==> src/rtl/vdp_pkg.sv <==
// Shared constants, types and a saturation helper for the Van der Pol RK4 stepper.
package vdp_pkg;

	localparam int WORD_BITS = 32;
	localparam int FRAC_BITS = 20;
	localparam int DT_BITS   = WORD_BITS - 1;
	localparam int CFG_BITS  = 3;
	localparam int PROD_BITS = 2 * WORD_BITS;

	typedef logic signed [WORD_BITS-1:0] word_t;
	typedef logic signed [PROD_BITS-1:0] prod_t;
	typedef logic signed [WORD_BITS+1:0] sum_t;

	localparam word_t WORD_MAX = {1'b0, {(WORD_BITS-1){1'b1}}};
	localparam word_t WORD_MIN = {1'b1, {(WORD_BITS-1){1'b0}}};
	localparam word_t ONE_FX   = (FRAC_BITS >= WORD_BITS - 1) ? WORD_MAX
		: word_t'(64'sd1 << FRAC_BITS);

	typedef enum logic [CFG_BITS-1:0] {
		REG_MU  = 3'd0,
		REG_W0  = 3'd1,
		REG_DT  = 3'd2,
		REG_X0  = 3'd3,
		REG_V0  = 3'd4
	} cfg_reg_t;

	// Operation codes of the shared ALU.
	typedef enum logic [1:0] {
		OP_MUL = 2'd0,
		OP_ADD = 2'd1,
		OP_SUB = 2'd2
	} alu_op_t;

	typedef struct packed {
		alu_op_t op;
		logic    half;   // product shift by FRAC_BITS+1
	} alu_ctl_t;

	// Clamp a sum carrying two guard bits.
	function automatic logic [WORD_BITS:0] clamp_sum(input sum_t s);
		logic [WORD_BITS:0] r;
		if (s > sum_t'(WORD_MAX))
			r = {1'b1, WORD_MAX};
		else if (s < sum_t'(WORD_MIN))
			r = {1'b1, WORD_MIN};
		else
			r = {1'b0, s[WORD_BITS-1:0]};
		return r;
	endfunction

endpackage

==> src/rtl/vdp_alu.sv <==
// Shared arithmetic unit: registered multiply, then floor shift and saturate; add/sub.
module vdp_alu (
	input  logic            clk,
	input  logic            arst_n,
	input  logic            start,
	input  vdp_pkg::alu_ctl_t ctl,
	input  vdp_pkg::word_t  a,
	input  vdp_pkg::word_t  b,
	output vdp_pkg::word_t  result,
	output logic            sat
);

	vdp_pkg::prod_t prod_s1;
	logic           half_s1;
	logic           mul_s1;
	vdp_pkg::word_t add_res;
	logic           add_sat;
	vdp_pkg::prod_t shifted;
	vdp_pkg::word_t mul_res;
	logic           mul_sat;
	logic [vdp_pkg::WORD_BITS:0] add_c;

	always_ff @(posedge clk or negedge arst_n) begin
		if (!arst_n) begin
			mul_s1 <= 1'b0;
		end else begin
			mul_s1 <= start && (ctl.op == vdp_pkg::OP_MUL);
		end
	end

	always_ff @(posedge clk) begin
		prod_s1 <= vdp_pkg::prod_t'(a) * vdp_pkg::prod_t'(b);
		half_s1 <= ctl.half;
	end

	// Arithmetic shift floors; a 64-bit product of two words cannot overflow.
	always_comb begin
		shifted = half_s1 ? (prod_s1 >>> (vdp_pkg::FRAC_BITS + 1))
		                  : (prod_s1 >>> vdp_pkg::FRAC_BITS);
		mul_sat = 1'b0;
		mul_res = shifted[vdp_pkg::WORD_BITS-1:0];
		if (shifted > vdp_pkg::prod_t'(vdp_pkg::WORD_MAX)) begin
			mul_sat = 1'b1;
			mul_res = vdp_pkg::WORD_MAX;
		end else if (shifted < vdp_pkg::prod_t'(vdp_pkg::WORD_MIN)) begin
			mul_sat = 1'b1;
			mul_res = vdp_pkg::WORD_MIN;
		end
	end

	always_comb begin
		if (ctl.op == vdp_pkg::OP_SUB)
			add_c = vdp_pkg::clamp_sum(vdp_pkg::sum_t'(a) - vdp_pkg::sum_t'(b));
		else
			add_c = vdp_pkg::clamp_sum(vdp_pkg::sum_t'(a) + vdp_pkg::sum_t'(b));
		add_res = add_c[vdp_pkg::WORD_BITS-1:0];
		add_sat = add_c[vdp_pkg::WORD_BITS];
	end

	// Multiply results come from the product register in the cycle after start; add/sub are combinational.
	assign result = mul_s1 ? mul_res : add_res;
	assign sat    = mul_s1 ? mul_sat : add_sat;

endmodule

==> config.mk <==
export PLATFORM = sky130hd
export DESIGN_NAME = vdp_alu
export DESIGN_NICKNAME = d
export VERILOG_FILES = /design/src/rtl/vdp_pkg.sv /design/src/rtl/vdp_alu.sv
export SDC_FILE = /design/constraint.sdc
export NUM_CORES = 2
export LEC_CHECK = 0
export ABC_AREA = 0
export BUFFER_PORTS_ARGS = -buffer_cell sky130_fd_sc_hd__buf_4
export CAP_MARGIN = 20
export CORE_MARGIN = 3
export CORE_UTILIZATION = 50
export CTS_CLUSTER_DIAMETER = 40
export DETAILED_ROUTE_END_ITERATION = 8
export MAX_ROUTING_LAYER = met4
export PLACE_DENSITY_LB_ADDON = 0.2
export SYNTH_ARGS = -nofsm -noshare
export SYNTH_HDL_FRONTEND = slang
export SYNTH_SLANG_ARGS = --single-unit
==> constraint.sdc <==
create_clock -name clk -period 6.7 [get_ports clk]
set_input_delay 0.67 -clock clk [delete_from_list [all_inputs] [get_ports clk]]
set_output_delay 0.67 -clock clk [all_outputs]
set_load 0.05 [all_outputs]
==> out/metrics.cfg <==
[floorplan]
boundaryPins = 103
die_x_um = 293.3
die_area_um2 = 86000
coreArea_um2 = 81070
fp.dieH_um = 293.3
num_rows = 104
start_util = 0.5089

[logic_synthesis]
synth.cell_area_um2 = 41260
syn_inst = 4564
seq_area_frac_synth = 0.02244
async_flop_share = 0.02174
syn_area_per_cell_um2 = 9.040
syn-num-nets = 5962
synth-seq-cells = 46
synthDistinctLibCells = 83
synth_edf_count = 0
synth_top_flop_cell = dfxtp_1
yosys_warnings = 0

[grt]
grt_pass1_wl_um = 203100
gr-usage-all-layers = 0.3180
grt_pass1_vias = 35392
antenna_found_initial = 3
grt_max_degree = 63
top_usage_layer = met2
use_met3 = 0.04354
use_met2 = 0.5345
grt-ovfl-total = 0
gr-usage-met1 = 0.3889

[drt]
vias = 32501
antenna_left = 0
drtIter0Drc = 1933
routed_wl_um = 128100
dr.pass1.iters = 6
via_per_inst = 5.383
drc = 0
wl_per_cell_um = 21.22

[timing]
max_freq_ghz = 0.1301
period_share = 1.148
drv_slew = 0
hold_viol = 0
setup_ws_ns = -0.9883
finalSetupViolCount = 40
relSlewSlack = 0.2828
fin_crit_ns = 7.688
rsz0062_at_grt = yes
worst_pin_slew_ns = 1.076

[place]
gp_congestion = 0.9642
dp_hpwl_um = 109600
place_area_um2 = 46550
io_buffers = 102

[worst_setup_path]
criticalPathCategory = input pin to flop
end_kind = flop
crit_arrival_ns = 7.93
worst_ep_required_time_ns = 6.94
cp-start-kind = input pin
cp_max_fo = 7

[min_path]
hold_path_class = input pin to async pin

[finish]
filler_cell_count = 7121
syn_to_final_growth_pct = 18.03
postLayoutCellArea_um2 = 48700
fin_nets = 6372
drive_above_1_share = 0.1817

[clocking]
clockRootBuffer = clkbuf_16
path_clk_slew_ns = 0.08
cts_made_buffers = 5
clockBufferDepth = 2
cts_sinks = 46
cts_htree_levels = 2
cts_tree = done

[status]
violations = negative setup slack
status = finished, violations left

[job]
cap_violations = 0

-- flip-flops by register name (all words and copies together), names as in the netlist --
name and cells:
prod_s1 44, half_s1 1, mul_s1 1
-- layout make-up --
cell class | count | area (um2) | share of cell area
Antenna cell | 3 | 7.507 | 0.0001542
Inverter | 1059 | 3994 | 0.08201
Sequential cell | 46 | 928.4 | 0.01906
Clock inverter | 3 | 48.80 | 0.001002
Multi-Input combinational cell | 3204 | 36200 | 0.7434
Tap cell | 1060 | 1326 | 0.02724
Clock buffer | 5 | 125.1 | 0.002569
Timing Repair Buffer | 658 | 6065 | 0.1245
-- worst max-delay path: stages --
cell and delay (ns):
buf_12 0.10, buf_4 0.11, buf_4 0.12, nand2_2 0.05
fa_1 0.50, fa_1 0.57, fa_1 0.46, fa_1 0.49
inv_1 0.05, fa_1 0.45, fa_1 0.50, fa_1 0.56
inv_2 0.05, fa_1 0.51, inv_2 0.05, ha_4 0.23
a21o_1 0.22, nor2b_4 0.15, o31ai_4 0.26, o211ai_1 0.16
a311o_1 0.43, a311o_2 0.47, a21oi_4 0.16, buf_12 0.14
o211ai_1 0.10, a21oi_1 0.21, xnor2_1 0.13
-- cell families after synthesis --
logic type | after synthesis | synth area share
xor gates and xnor gates | 107 | 0.02290
AOI/OAI and AO/OA | 454 | 0.07330
DFF | 46 | 0.02244
and+or+nand+nor | 1280 | 0.1517
adders and majority gates | 1328 | 0.5998
buffers and inverters | 1314 | 0.1213
muxes | 35 | 0.008613
-- timing repair --
action,4_1_cts,5_1_grt
cloned,6,2
pin swaps,157,104
setup buffers,31,19
hold buffers,0,0
resized for setup,258,78
setup endpoints to repair,43,43
-- synth_stat cells, drive strengths merged (15+ instances only) --
library cell / number / area share
a21o: 26 / 0.0047
nor2: 169 / 0.015
nor3: 27 / 0.0033
ha: 245 / 0.074
and2: 451 / 0.068
nand4: 17 / 0.0026
xor2: 19 / 0.0040
o21a: 19 / 0.0035
dfxtp: 45 / 0.022
o21bai: 23 / 0.0045
nor2b: 17 / 0.0026
buf: 30 / 0.0045
a31oi: 15 / 0.0023
fa: 1083 / 0.53
mux2i: 34 / 0.0083
nand2b: 22 / 0.0033
o31ai: 39 / 0.0089
nand2: 517 / 0.047
xnor2: 88 / 0.019
a211oi: 16 / 0.0032
nand3: 23 / 0.0028
a21oi: 162 / 0.021
o21ai: 88 / 0.011
clkbuf: 225 / 0.020
inv: 1058 / 0.096
-- routing by layer --
| layer | wire (um) | part of all wire | vias to the layer above |
|---|---|---|---|
| met2 | 63970 | 0.50 | 1071 |
| met3 | 7243 | 0.057 | 292 |
| met1 | 49860 | 0.39 | 16834 |
| li1 | - | - | 14304 |
| met4 | 7056 | 0.055 | 0 |
| met5 | 0 | 0 | - |
-- stage by stage --
| stage | hold WS [ns] | setup TNS (ns) | util | worst slack (ns) | std cells |
|---|---|---|---|---|---|
| 6_report | 0.1096 | -22.02 | 0.6007 | -0.9883 | 6038 |
| 5_1_grt | 0.1005 | -29.61 | 0.6007 | -1.176 | 6038 |
| 4_1_cts | 0.1018 | -16.35 | 0.5951 | -0.8405 | 6016 |
| 3_5_place_dp | 0.4474 | -43.97 | 0.5742 | -1.504 | 5973 |
| 3_3_place_gp | 0.4466 | -42.47 | 0.5742 | -1.416 | 5973 |
| 2_1_floorplan | 0.3744 | -12.25 | - | -0.7659 | 4564 |
-- how the worst max path moves through the flow --
| stage | end | startpoint | cells past startpoint |
|---|---|---|---|
| after global placement | prod_s1[61] | b[8] | 25 |
| final | prod_s1[62] | b[4] | 27 |
| after CTS | prod_s1[61] | b[20] | 26 |
| after detailed placement | prod_s1[56] | b[8] | 25 |
| after global routing | prod_s1[62] | a[10] | 27 |
| after floorplan | prod_s1[60] | a[31] | 25 |
-- cell usage in the layout (no fill, tap or decap), types with 17 or more instances in the layout --
cell type	n
ha_4	17
xor2_1	18
xnor2_1	80
buf_8	22
mux2i_1	33
a21oi_2	21
a21o_1	26
nand4_1	17
o31ai_1	19
fa_1	1042
nand3_1	20
inv_2	21
buf_12	39
o21a_1	19
o21ai_0	73
dfxtp_1	44
buf_4	533
buf_6	51
inv_1	1033
ha_1	222
nor2_1	155
a21oi_1	135
nor3_1	25
and2_4	25
o31ai_2	17
and2_1	426
fa_2	41
nand2b_1	22
o21bai_1	22
nand2_1	507
Power is left out: the tool's default activity adds up to more than one toggle a clock period on the data nets, which glitch-free logic cannot reach.
